[config.mk]
export PLATFORM = sky130hd
export DESIGN_NAME = byte_crc32c_crc16_engine_flat
export DESIGN_NICKNAME = d
export VERILOG_FILES = /design/src/rtl/bcrc_pkg.sv /design/src/rtl/bcrc_byte_if.sv /design/src/rtl/bcrc_result_if.sv /design/src/rtl/bcrc_cfg_if.sv /design/src/rtl/byte_crc32c_crc16_engine.sv /design/src/flat_wrapper.sv
export SDC_FILE = /design/constraint.sdc
export NUM_CORES = 1
export LEC_CHECK = 0
export BUFFER_PORTS_ARGS = -buffer_cell sky130_fd_sc_hd__buf_2
export CELL_PAD_IN_SITES_DETAIL_PLACEMENT = 1
export CELL_PAD_IN_SITES_GLOBAL_PLACEMENT = 1
export CORE_UTILIZATION = 30
export CTS_BUF_LIST = sky130_fd_sc_hd__clkbuf_8 sky130_fd_sc_hd__clkbuf_16
export DETAILED_ROUTE_END_ITERATION = 12
export PLACE_DENSITY = 0.52
export SKIP_LAST_GASP = 1
export SYNTH_ARGS = -nofsm -noshare
export SYNTH_HDL_FRONTEND = slang
export SYNTH_SLANG_ARGS = --single-unit
[constraint.sdc]
create_clock -name clk -period 3.1 [get_ports clk]
set_input_delay 0.465 -clock clk [delete_from_list [all_inputs] [get_ports clk]]
set_output_delay 0.465 -clock clk [all_outputs]
set_load 0.01 [all_outputs]
[src/rtl/bcrc_pkg.sv]
// bcrc_pkg: widths, mode codes and byte-wide fold functions for the CRC engine.
// No dependencies; used by bcrc_byte_if, bcrc_result_if and byte_crc32c_crc16_engine.
package bcrc_pkg;

	localparam int CRC_W  = 32;
	localparam int CRC16_W = 16;
	localparam int BYTE_W = 8;

	localparam logic [CRC_W-1:0]   POLY32C_REFL = 32'h82F6_3B78;
	localparam logic [CRC16_W-1:0] POLY16_CCITT = 16'h1021;

	typedef logic [CRC_W-1:0]   crc_t;
	typedef logic [CRC16_W-1:0] crc16_t;
	typedef logic [BYTE_W-1:0]  byte_t;

	// crc_mode register codes
	localparam logic MODE_CRC32C = 1'b0;
	localparam logic MODE_CRC16  = 1'b1;

	// reflected CRC32C, one byte, LSB first
	function automatic crc_t fold32c(input crc_t crc, input byte_t data);
		crc_t r;
		r = crc ^ {{(CRC_W-BYTE_W){1'b0}}, data};
		for (int k = 0; k < BYTE_W; k++) begin
			r = r[0] ? ((r >> 1) ^ POLY32C_REFL) : (r >> 1);
		end
		return r;
	endfunction

	// CRC16 poly 0x1021, one byte, MSB first
	function automatic crc16_t fold16(input crc16_t crc, input byte_t data);
		crc16_t r;
		r = crc ^ {data, {(CRC16_W-BYTE_W){1'b0}}};
		for (int k = 0; k < BYTE_W; k++) begin
			r = r[CRC16_W-1] ? ((r << 1) ^ POLY16_CCITT) : (r << 1);
		end
		return r;
	endfunction

endpackage

[src/rtl/bcrc_byte_if.sv]
// bcrc_byte_if: input channel, one message byte per word with seed and framing marks.
// Depends on bcrc_pkg.
interface bcrc_byte_if;
	logic            valid;
	logic            ready;
	logic            first_byte;
	bcrc_pkg::crc_t  seed_value;
	bcrc_pkg::byte_t data_byte;
	logic            last_byte;

	modport source (output valid, first_byte, seed_value, data_byte, last_byte,
		input ready);
	modport sink (input valid, first_byte, seed_value, data_byte, last_byte,
		output ready);
endinterface

[src/rtl/bcrc_result_if.sv]
// bcrc_result_if: result channel carrying the finished checksum.
// Depends on bcrc_pkg.
interface bcrc_result_if;
	logic           valid;
	logic           ready;
	bcrc_pkg::crc_t crc_value;

	modport source (output valid, crc_value, input ready);
	modport sink (input valid, crc_value, output ready);
endinterface

[src/rtl/bcrc_cfg_if.sv]
// bcrc_cfg_if: configuration write channel for the crc_mode register.
// No dependencies.
interface bcrc_cfg_if;
	logic valid;
	logic ready;
	logic crc_mode;

	modport source (output valid, crc_mode, input ready);
	modport sink (input valid, crc_mode, output ready);
endinterface

[src/rtl/byte_crc32c_crc16_engine.sv]
// byte_crc32c_crc16_engine: byte-serial CRC32C (reflected) / CRC16 (0x1021) engine.
// Depends on bcrc_pkg, bcrc_byte_if, bcrc_result_if, bcrc_cfg_if.
// Throughput: one byte per cycle, but a last byte stalls while the result register is
// full and crc_out.ready is low; the byte fold is a single XOR network between the
// input register and the checksum/result registers, which hold the finished checksum.
// Reset (arst_n low): checksum register and crc_mode cleared, pipeline emptied.
module byte_crc32c_crc16_engine (
	input  logic          clk,
	input  logic          arst_n,
	bcrc_byte_if.sink     byte_in,
	bcrc_result_if.source crc_out,
	bcrc_cfg_if.sink      cfg
);

	logic            mode_q;
	bcrc_pkg::crc_t  crc_q;

	logic            valid_s1;
	logic            first_s1;
	logic            last_s1;
	bcrc_pkg::crc_t  seed_s1;
	bcrc_pkg::byte_t data_s1;

	logic            out_valid_q;
	bcrc_pkg::crc_t  out_crc_q;

	logic            adv_s1;
	logic            take_in;
	bcrc_pkg::crc_t  start_crc;
	bcrc_pkg::crc_t  next_crc;

	// a non-last word never needs the result register, so it never stalls
	assign adv_s1  = valid_s1 && (!last_s1 || !out_valid_q || crc_out.ready);
	assign byte_in.ready = !valid_s1 || adv_s1;
	assign take_in = byte_in.valid && byte_in.ready;
	assign cfg.ready = 1'b1;

	assign crc_out.valid     = out_valid_q;
	assign crc_out.crc_value = out_crc_q;

	always_comb begin
		start_crc = first_s1 ? seed_s1 : crc_q;
		if (mode_q == bcrc_pkg::MODE_CRC16) begin
			next_crc = {{(bcrc_pkg::CRC_W-bcrc_pkg::CRC16_W){1'b0}},
				bcrc_pkg::fold16(start_crc[bcrc_pkg::CRC16_W-1:0], data_s1)};
		end else begin
			next_crc = bcrc_pkg::fold32c(start_crc, data_s1);
		end
	end

	always_ff @(posedge clk or negedge arst_n) begin
		if (!arst_n) begin
			mode_q      <= bcrc_pkg::MODE_CRC32C;
			crc_q       <= '0;
			valid_s1    <= 1'b0;
			out_valid_q <= 1'b0;
		end else begin
			if (cfg.valid && cfg.ready) begin
				mode_q <= cfg.crc_mode;
			end
			if (adv_s1) begin
				crc_q <= next_crc;
			end
			if (take_in) begin
				valid_s1 <= 1'b1;
			end else if (adv_s1) begin
				valid_s1 <= 1'b0;
			end
			if (adv_s1 && last_s1) begin
				out_valid_q <= 1'b1;
			end else if (crc_out.ready) begin
				out_valid_q <= 1'b0;
			end
		end
	end

	always_ff @(posedge clk) begin
		if (take_in) begin
			first_s1 <= byte_in.first_byte;
			last_s1  <= byte_in.last_byte;
			seed_s1  <= byte_in.seed_value;
			data_s1  <= byte_in.data_byte;
		end
		if (adv_s1 && last_s1) begin
			out_crc_q <= next_crc;
		end
	end

endmodule

[src/flat_wrapper.sv]
// flat-port wrapper written by rule: the top's interface ports become plain ports
module byte_crc32c_crc16_engine_flat 
  (clk, arst_n, byte_in_valid, byte_in_first_byte, byte_in_seed_value, byte_in_data_byte, byte_in_last_byte, byte_in_ready, crc_out_valid, crc_out_crc_value, crc_out_ready, cfg_valid, cfg_crc_mode, cfg_ready);
  bcrc_byte_if byte_in_i ();
  bcrc_result_if crc_out_i ();
  bcrc_cfg_if cfg_i ();
  input  logic clk;
  input  logic arst_n;
  input wire logic [$bits(byte_in_i.valid)-1:0] byte_in_valid;
  input wire logic [$bits(byte_in_i.first_byte)-1:0] byte_in_first_byte;
  input wire logic [$bits(byte_in_i.seed_value)-1:0] byte_in_seed_value;
  input wire logic [$bits(byte_in_i.data_byte)-1:0] byte_in_data_byte;
  input wire logic [$bits(byte_in_i.last_byte)-1:0] byte_in_last_byte;
  output wire logic [$bits(byte_in_i.ready)-1:0] byte_in_ready;
  output wire logic [$bits(crc_out_i.valid)-1:0] crc_out_valid;
  output wire logic [$bits(crc_out_i.crc_value)-1:0] crc_out_crc_value;
  input wire logic [$bits(crc_out_i.ready)-1:0] crc_out_ready;
  input wire logic [$bits(cfg_i.valid)-1:0] cfg_valid;
  input wire logic [$bits(cfg_i.crc_mode)-1:0] cfg_crc_mode;
  output wire logic [$bits(cfg_i.ready)-1:0] cfg_ready;
  assign byte_in_i.valid = byte_in_valid;
  assign byte_in_i.first_byte = byte_in_first_byte;
  assign byte_in_i.seed_value = byte_in_seed_value;
  assign byte_in_i.data_byte = byte_in_data_byte;
  assign byte_in_i.last_byte = byte_in_last_byte;
  assign byte_in_ready = byte_in_i.ready;
  assign crc_out_valid = crc_out_i.valid;
  assign crc_out_crc_value = crc_out_i.crc_value;
  assign crc_out_i.ready = crc_out_ready;
  assign cfg_i.valid = cfg_valid;
  assign cfg_i.crc_mode = cfg_crc_mode;
  assign cfg_ready = cfg_i.ready;
  byte_crc32c_crc16_engine u_core (.clk(clk), .arst_n(arst_n), .byte_in(byte_in_i), .crc_out(crc_out_i), .cfg(cfg_i));
endmodule
==> flow_summary.ini, run 1 <==
[sta]
report.final.hold_viol_count = 0
worst_pin_slew_ns = 0.912
finalSetupViolCount = 0
final_period_util_pct = 88.9
fin_setup_tns_ns = 0
period_needed_ns = 2.76
slew_headroom_pct = 39.2
timing.fmax_mhz = 363
skew_ns = 0.00768
drv_slew = 0
grt_setup_unrepaired = no
fin_ws_ns = 0.344
hold-worst-slack_ns = 0.242

[finish]
sequential_cell_area_mm2 = 0.00310
fin_cells = 775
post_route_cells_drive_above_1_share_pct = 28.6
n_fill_cell = 2103
antenna_cells = 0
syn2layout_area_growth_pct = 18.6
final_util_pct = 36.3
multiInputGateArea_mm2 = 0.00274
final_net_count = 553

[setup_path]
crit_arrival_ns = 3.02
crit_path_end_kind = register
cpMaxStageDelayCell = sky130_fd_sc_hd__xnor3_1
timing.critical_path.cells = buf_12, mux2i_4, xnor2_4, xnor2_2, xor2_1, xnor3_1, o31ai_1
worstSetupEndpoint = u_core.crc_q[20]
critPathLaunchType = register
max_incr_delay_on_cp_ns = 0.53
cp-startpoint = u_core.first_s1
r2r.worst_path.cells = 7
worst-path-max-fanout = 23
critical_path_class = register to register
rr_startpoint = u_core.first_s1
setup.reg_to_reg.worst_slack_ns = 0.34
worst_r2r_endpoint = u_core.crc_q[20]
cp_data_required_time_ns = 3.36

[pwr]
vdd_ir_drop_max_v = 0.000439
lkg_pwr_nw = 2.92
cellPowerDensity_mw_per_mm2 = 1080

[synthesis]
postSynth.topFlopCell = sky130_fd_sc_hd__edfxtp_1
synth_cell_type_count = 40
synth_area_leader_cell = sky130_fd_sc_hd__edfxtp_1
synthesized_flop_and_latch_total = 109
netlist_top_cells_count = sky130_fd_sc_hd__edfxtp_1 (74), sky130_fd_sc_hd__xnor2_1 (70), sky130_fd_sc_hd__dfrtp_1 (35)
synth_edf_count = 74
yosysSeqAreaShare_pct = 52.2
async_reset_ff_share_pct = 32.1
synthDominantCellAreaShare_pct = 37.4
synth.top_cells.by_area = sky130_fd_sc_hd__edfxtp_1 (37%), sky130_fd_sc_hd__dfrtp_1 (15%), sky130_fd_sc_hd__xnor2_1 (10%), sky130_fd_sc_hd__xnor3_1 (8.0%), sky130_fd_sc_hd__mux2i_1 (5.4%)
dominant_cell_by_count_in_the_synthesized_netlist = sky130_fd_sc_hd__edfxtp_1
syn-instance-count = 417
post_synth_instance_area_mm2 = 0.00594
synth_area_per_cell_um2 = 14.2
synth.yosys.warnings = 0
synth_nets = 465

[die]
die-area_mm2 = 0.0204
die_height_um = 143
initial_core_util_pct = 30.6
num_rows = 51
die_x_um = 143
core_area_mm2 = 0.0194
ports_placed_on_the_boundary = 83

[global_route]
grt_util_all_layers_pct = 15.5
grt_first_pass_wirelength_um = 22600
globalRouteOverflowTotal = 0
via_count_of_the_first_global_routing_pass = 3679
grt_antenna_before_repair = 0
grt_start_max_net_pins = 51

[outcome]
run_status = finished clean

[clock_network]
post_cts_hold_buffers = 0
clock_tree.htree_level_count = 3
clockBufferDepth = 2
worst_skew_pair.late_latency_ns = 0.36
tritoncts = yes
cts-buffers-inserted = 9
clock_tree_root = sky130_fd_sc_hd__clkbuf_16
clkSinkCount = 109
post-cts-setup-buffers = 0
post_cts_resized = 0
path_clk_slew_ns = 0.07

[placement]
post-dp-hpwl_um = 10800
post-place-ws_ns = 0.330
io_buffers = 81
place_inst = 759
gp_congestion = 0.807

[detailed_routing]
routed_via_density = 4.38
final_antenna_net_count = 0
detailedRoute.firstIterationViolations = 145
drc = 0
wl_per_cell_um = 19.0
postRouteWirelength_um = 14700
drt_first_pass_iters = 4
dr_total_vias = 3391

[flow_run]
maxcap_violations = 0

[hold_path]
holdCritPathClass = primary input to async pin
==> flip-flops by register name, summed over array words and instances (netlist names) <==
register                  flops
u_core.seed_s1               32
u_core.mode_q                 1
u_core.last_s1                1
u_core.first_s1               1
u_core.crc_q                 32
u_core.crc_out.crc_value     32
u_core.valid_s1               1
u_core.data_s1                8
u_core.crc_out.valid          1
==> worst max-delay path, delay by kind of cell (launching register included) <==
| kind | cells | cell delay, ns |
|---|---|---|
| XOR/XNOR | 4 | 1.39 |
| flip-flops | 1 | 0.38 |
| AO/OA/AOI/OAI | 1 | 0.25 |
| multiplexers | 1 | 0.38 |
| buffers and inverters | 1 | 0.24 |
==> through the flow <==
step / cell area, um2 / power (W)
after global placement: 6720 / 0.00637
final: 7040 / 0.00760
after CTS: 7040 / 0.00772
after floorplan: 5940 / 0.00531
after detailed placement: 6720 / 0.00641
after global routing: 7040 / 0.00804
==> cell families after synthesis <==
kind of cell    Yosys count  synth area share [%]
xor+xnor                132                  27.1
flops                   109                  52.2
simple gates             67                  4.72
mux                      55                  10.8
compound gates           31                  3.50
buf+inv                  22                  1.64
other cells               1                0.0632
==> how the worst min path moves through the flow <==
stage	slack [ns]	end	cells after the start
after detailed placement	0.47	u_core.crc_q[31]	2
final	0.24	u_core.crc_q[13]	1
after CTS	0.26	u_core.seed_s1[9]	1
after floorplan	0.17	u_core.crc_out.valid	0
after global placement	0.46	u_core.crc_q[28]	2
after global routing	0.27	u_core.seed_s1[17]	1
==> per-layer routing <==
layer | wire length, um | part of all wire [%] | vias to the layer above | GRT usage (%)
li1 | - | - | 1628 | -
met1 | 7090 | 48 | 1687 | 21.4
met2 | 6990 | 47 | 67 | 25.0
met3 | 493 | 3.3 | 9 | 2.68
met4 | 167 | 1.1 | 0 | 4.24
met5 | 0 | 0 | - | 0
==> layout by cell type, fill, tap and decap left out, types with 2 or more instances in the layout <==
master,count
sky130_fd_sc_hd__mux2_2,14
sky130_fd_sc_hd__nor2_1,21
sky130_fd_sc_hd__buf_2,81
sky130_fd_sc_hd__clkbuf_16,9
sky130_fd_sc_hd__or2_2,2
sky130_fd_sc_hd__buf_4,16
sky130_fd_sc_hd__o31ai_1,13
sky130_fd_sc_hd__a21oi_1,3
sky130_fd_sc_hd__mux2i_1,32
sky130_fd_sc_hd__o21ai_1,2
sky130_fd_sc_hd__nand2b_1,3
sky130_fd_sc_hd__nand2_1,34
sky130_fd_sc_hd__mux2i_4,4
sky130_fd_sc_hd__edfxtp_1,74
sky130_fd_sc_hd__xor2_1,30
sky130_fd_sc_hd__xnor2_4,4
sky130_fd_sc_hd__xnor2_2,2
sky130_fd_sc_hd__xnor2_1,70
sky130_fd_sc_hd__dfrtp_1,35
sky130_fd_sc_hd__xor3_1,2
sky130_fd_sc_hd__o21ai_0,7
sky130_fd_sc_hd__mux2i_2,3
sky130_fd_sc_hd__xnor3_1,21
sky130_fd_sc_hd__and2_1,3
sky130_fd_sc_hd__inv_1,3
sky130_fd_sc_hd__mux2_4,2
sky130_fd_sc_hd__bufinv_16,2
sky130_fd_sc_hd__xor2_4,2
==> final cells by class <==
type | count | share of cell area (%)
tap | 265 | 4.71
sequential | 109 | 44.0
clock inverter | 6 | 1.12
timing repair buffer | 98 | 7.75
clock buffer | 10 | 3.39
inverter | 1 | 0.0533
multi-input combinational | 286 | 39.0
==> power breakdown <==
part	internal (W)	switching, W	leakage, nW
registers	0.00209	0.000287	1.14
logic	0.00205	0.00191	1.62
clock network	0.000723	0.000531	0.159
total	0.00487	0.00273	2.92
Power figures use the tool's default switching activity.
==> run 2: changes to the inputs <==
- GPL_TIMING_DRIVEN: default -> 0
==> flow_summary.ini, run 2 (same netlist as run 1, synthesis figures left out) <==
[setup_path]
timing.critical_path.buf_inv = 1
setup.reg_to_reg.worst_slack_ns = 0.09
cpMaxStageDelayCell = sky130_fd_sc_hd__xnor3_1
critical_path_class = register to register
critPathLaunchType = register
timing.critical_path.cells = buf_6, mux2i_2, xor2_1, xnor3_1, xnor3_1, mux2i_1, mux2_2
cpMostUsedCell = sky130_fd_sc_hd__xnor3_1
worst-path-max-fanout = 10
cp_data_required_time_ns = 3.40
crit_path_end_kind = register
crit_arrival_ns = 3.31
cp_top_family = XOR/XNOR gates
max_incr_delay_on_cp_ns = 0.59

[global_route]
grt.met1_usage_pct = 21.6
grtUsageMet3_pct = 2.78
grt_util_all_layers_pct = 16.2
globalRouteOverflowTotal = 0
top_usage_layer = met2
grt_use_met2_pct = 27.1
grt_first_pass_wirelength_um = 23200
grt_start_max_net_pins = 36
via_count_of_the_first_global_routing_pass = 3694
grt_antenna_before_repair = 0

[finish]
final_util_pct = 36.0
most-common-layout-cells = sky130_fd_sc_hd__buf_2 (82), sky130_fd_sc_hd__edfxtp_1 (74), sky130_fd_sc_hd__xnor2_1 (69)
final_common_cell = sky130_fd_sc_hd__buf_2
post_route_cells_drive_above_1_share_pct = 26.6
final_net_count = 558
syn2layout_area_growth_pct = 17.8
antenna_cells = 0

[detailed_routing]
postRouteWirelength_um = 15300
drc = 2
detailedRoute.firstIterationViolations = 160
routed_via_density = 4.40
final_antenna_net_count = 0
dr_total_vias = 3431
wl_per_cell_um = 19.6
drt_first_pass_iters = 8

[sta]
finalSetupViolCount = 0
report.final.hold_viol_count = 0
worst_pin_slew_ns = 0.973
fin_ws_ns = 0.0879
period_needed_ns = 3.01
grt_setup_unrepaired = no
drv_slew = 0
slew_headroom_pct = 35.1
skew_ns = 0.00809
final_period_util_pct = 97.2
timing.fmax_mhz = 332

[die]
ports_placed_on_the_boundary = 83
die-area_mm2 = 0.0204
die_height_um = 143
die_x_um = 143
num_rows = 51
core_area_mm2 = 0.0194
initial_core_util_pct = 30.6

[hold_path]
holdCritPathClass = primary input to async pin

[clock_network]
cts-buffers-inserted = 9
path_clk_slew_ns = 0.07
clock_tree_root = sky130_fd_sc_hd__clkbuf_16
tritoncts = yes
clkSinkCount = 109
worst_skew_pair.late_latency_ns = 0.36
clock_tree.htree_level_count = 3
clockBufferDepth = 2

[outcome]
failed_checks = design-rule violations
run_status = finished, violations left

[flow_run]
maxcap_violations = 0

[placement]
io_buffers = 81
gp_congestion = 0.804
post-dp-hpwl_um = 11400
post-place-ws_ns = -0.0158

[pwr]
vdd_ir_drop_max_v = 0.000440
report.power.total_w = 0.00745
lkg_pwr_nw = 2.88
cellPowerDensity_mw_per_mm2 = 1060
==> run 2: metrics by stage <==
step           cell area (um2)  hold WS [ns]  std cells  TNS (ns)
6_report                  6990         0.268        780         0
5_1_grt                   6990         0.266        780         0
4_1_cts                   6980         0.261        780         0
3_5_place_dp              6700         0.465        764   -0.0158
3_3_place_gp              6670         0.460        763   -0.0236
2_1_floorplan             5940         0.169        417         0
==> run 2: timing repair <==
action	CTS	global route
hold buffers	0	0
resized for setup	1	2
setup buffers	0	0
hold endpoints to repair	0	0
endpoints found under the setup margin	4	4
==> run 2: metal layers <==
layer  routed length [um]  vias up
li1                     -     1637
met1                 7330     1717
met2                 7310       66
met3                  529       11
met4                  152        0
met5                    0        -
==> run 2: final timing paths <==
path,start,end,cells after the start
max in group asynchronous,arst_n,u_core.crc_q[28],1
min in group clk,byte_in_seed_value[22],u_core.seed_s1[22],1
worst max-delay path,u_core.first_s1,u_core.crc_q[1],7
worst min-delay path,arst_n,u_core.crc_q[27],1
worst min register to register,u_core.crc_q[31],u_core.crc_q[31],2
worst max register to register,u_core.first_s1,u_core.crc_q[1],7
==> run 2: layout make-up <==
type | instances | area [um2]
clock inverters | 7 | 58.8
plain buffers | 21 | 98.8
well taps | 265 | 332
repair buffers | 82 | 425
flip-flops and latches | 109 | 3100
multi-input cells | 286 | 2750
fillers | 2116 | 12400
inverters | 1 | 3.75
clock buffers | 9 | 225
==> run 2: power breakdown <==
part | internal (W) | switching (W)
Clock | 0.000616 | 0.000522
Combinational | 0.00199 | 0.00198
Sequential | 0.00209 | 0.000241
Total | 0.00470 | 0.00275
==> run 2: worst reg2reg max path: cells and delay by family, from the launching register on <==
family,cells,cell delay [ns]
muxes,3,0.93
buffers and inverters,1,0.24
xor gates and xnor gates,3,1.44
DFF,1,0.34
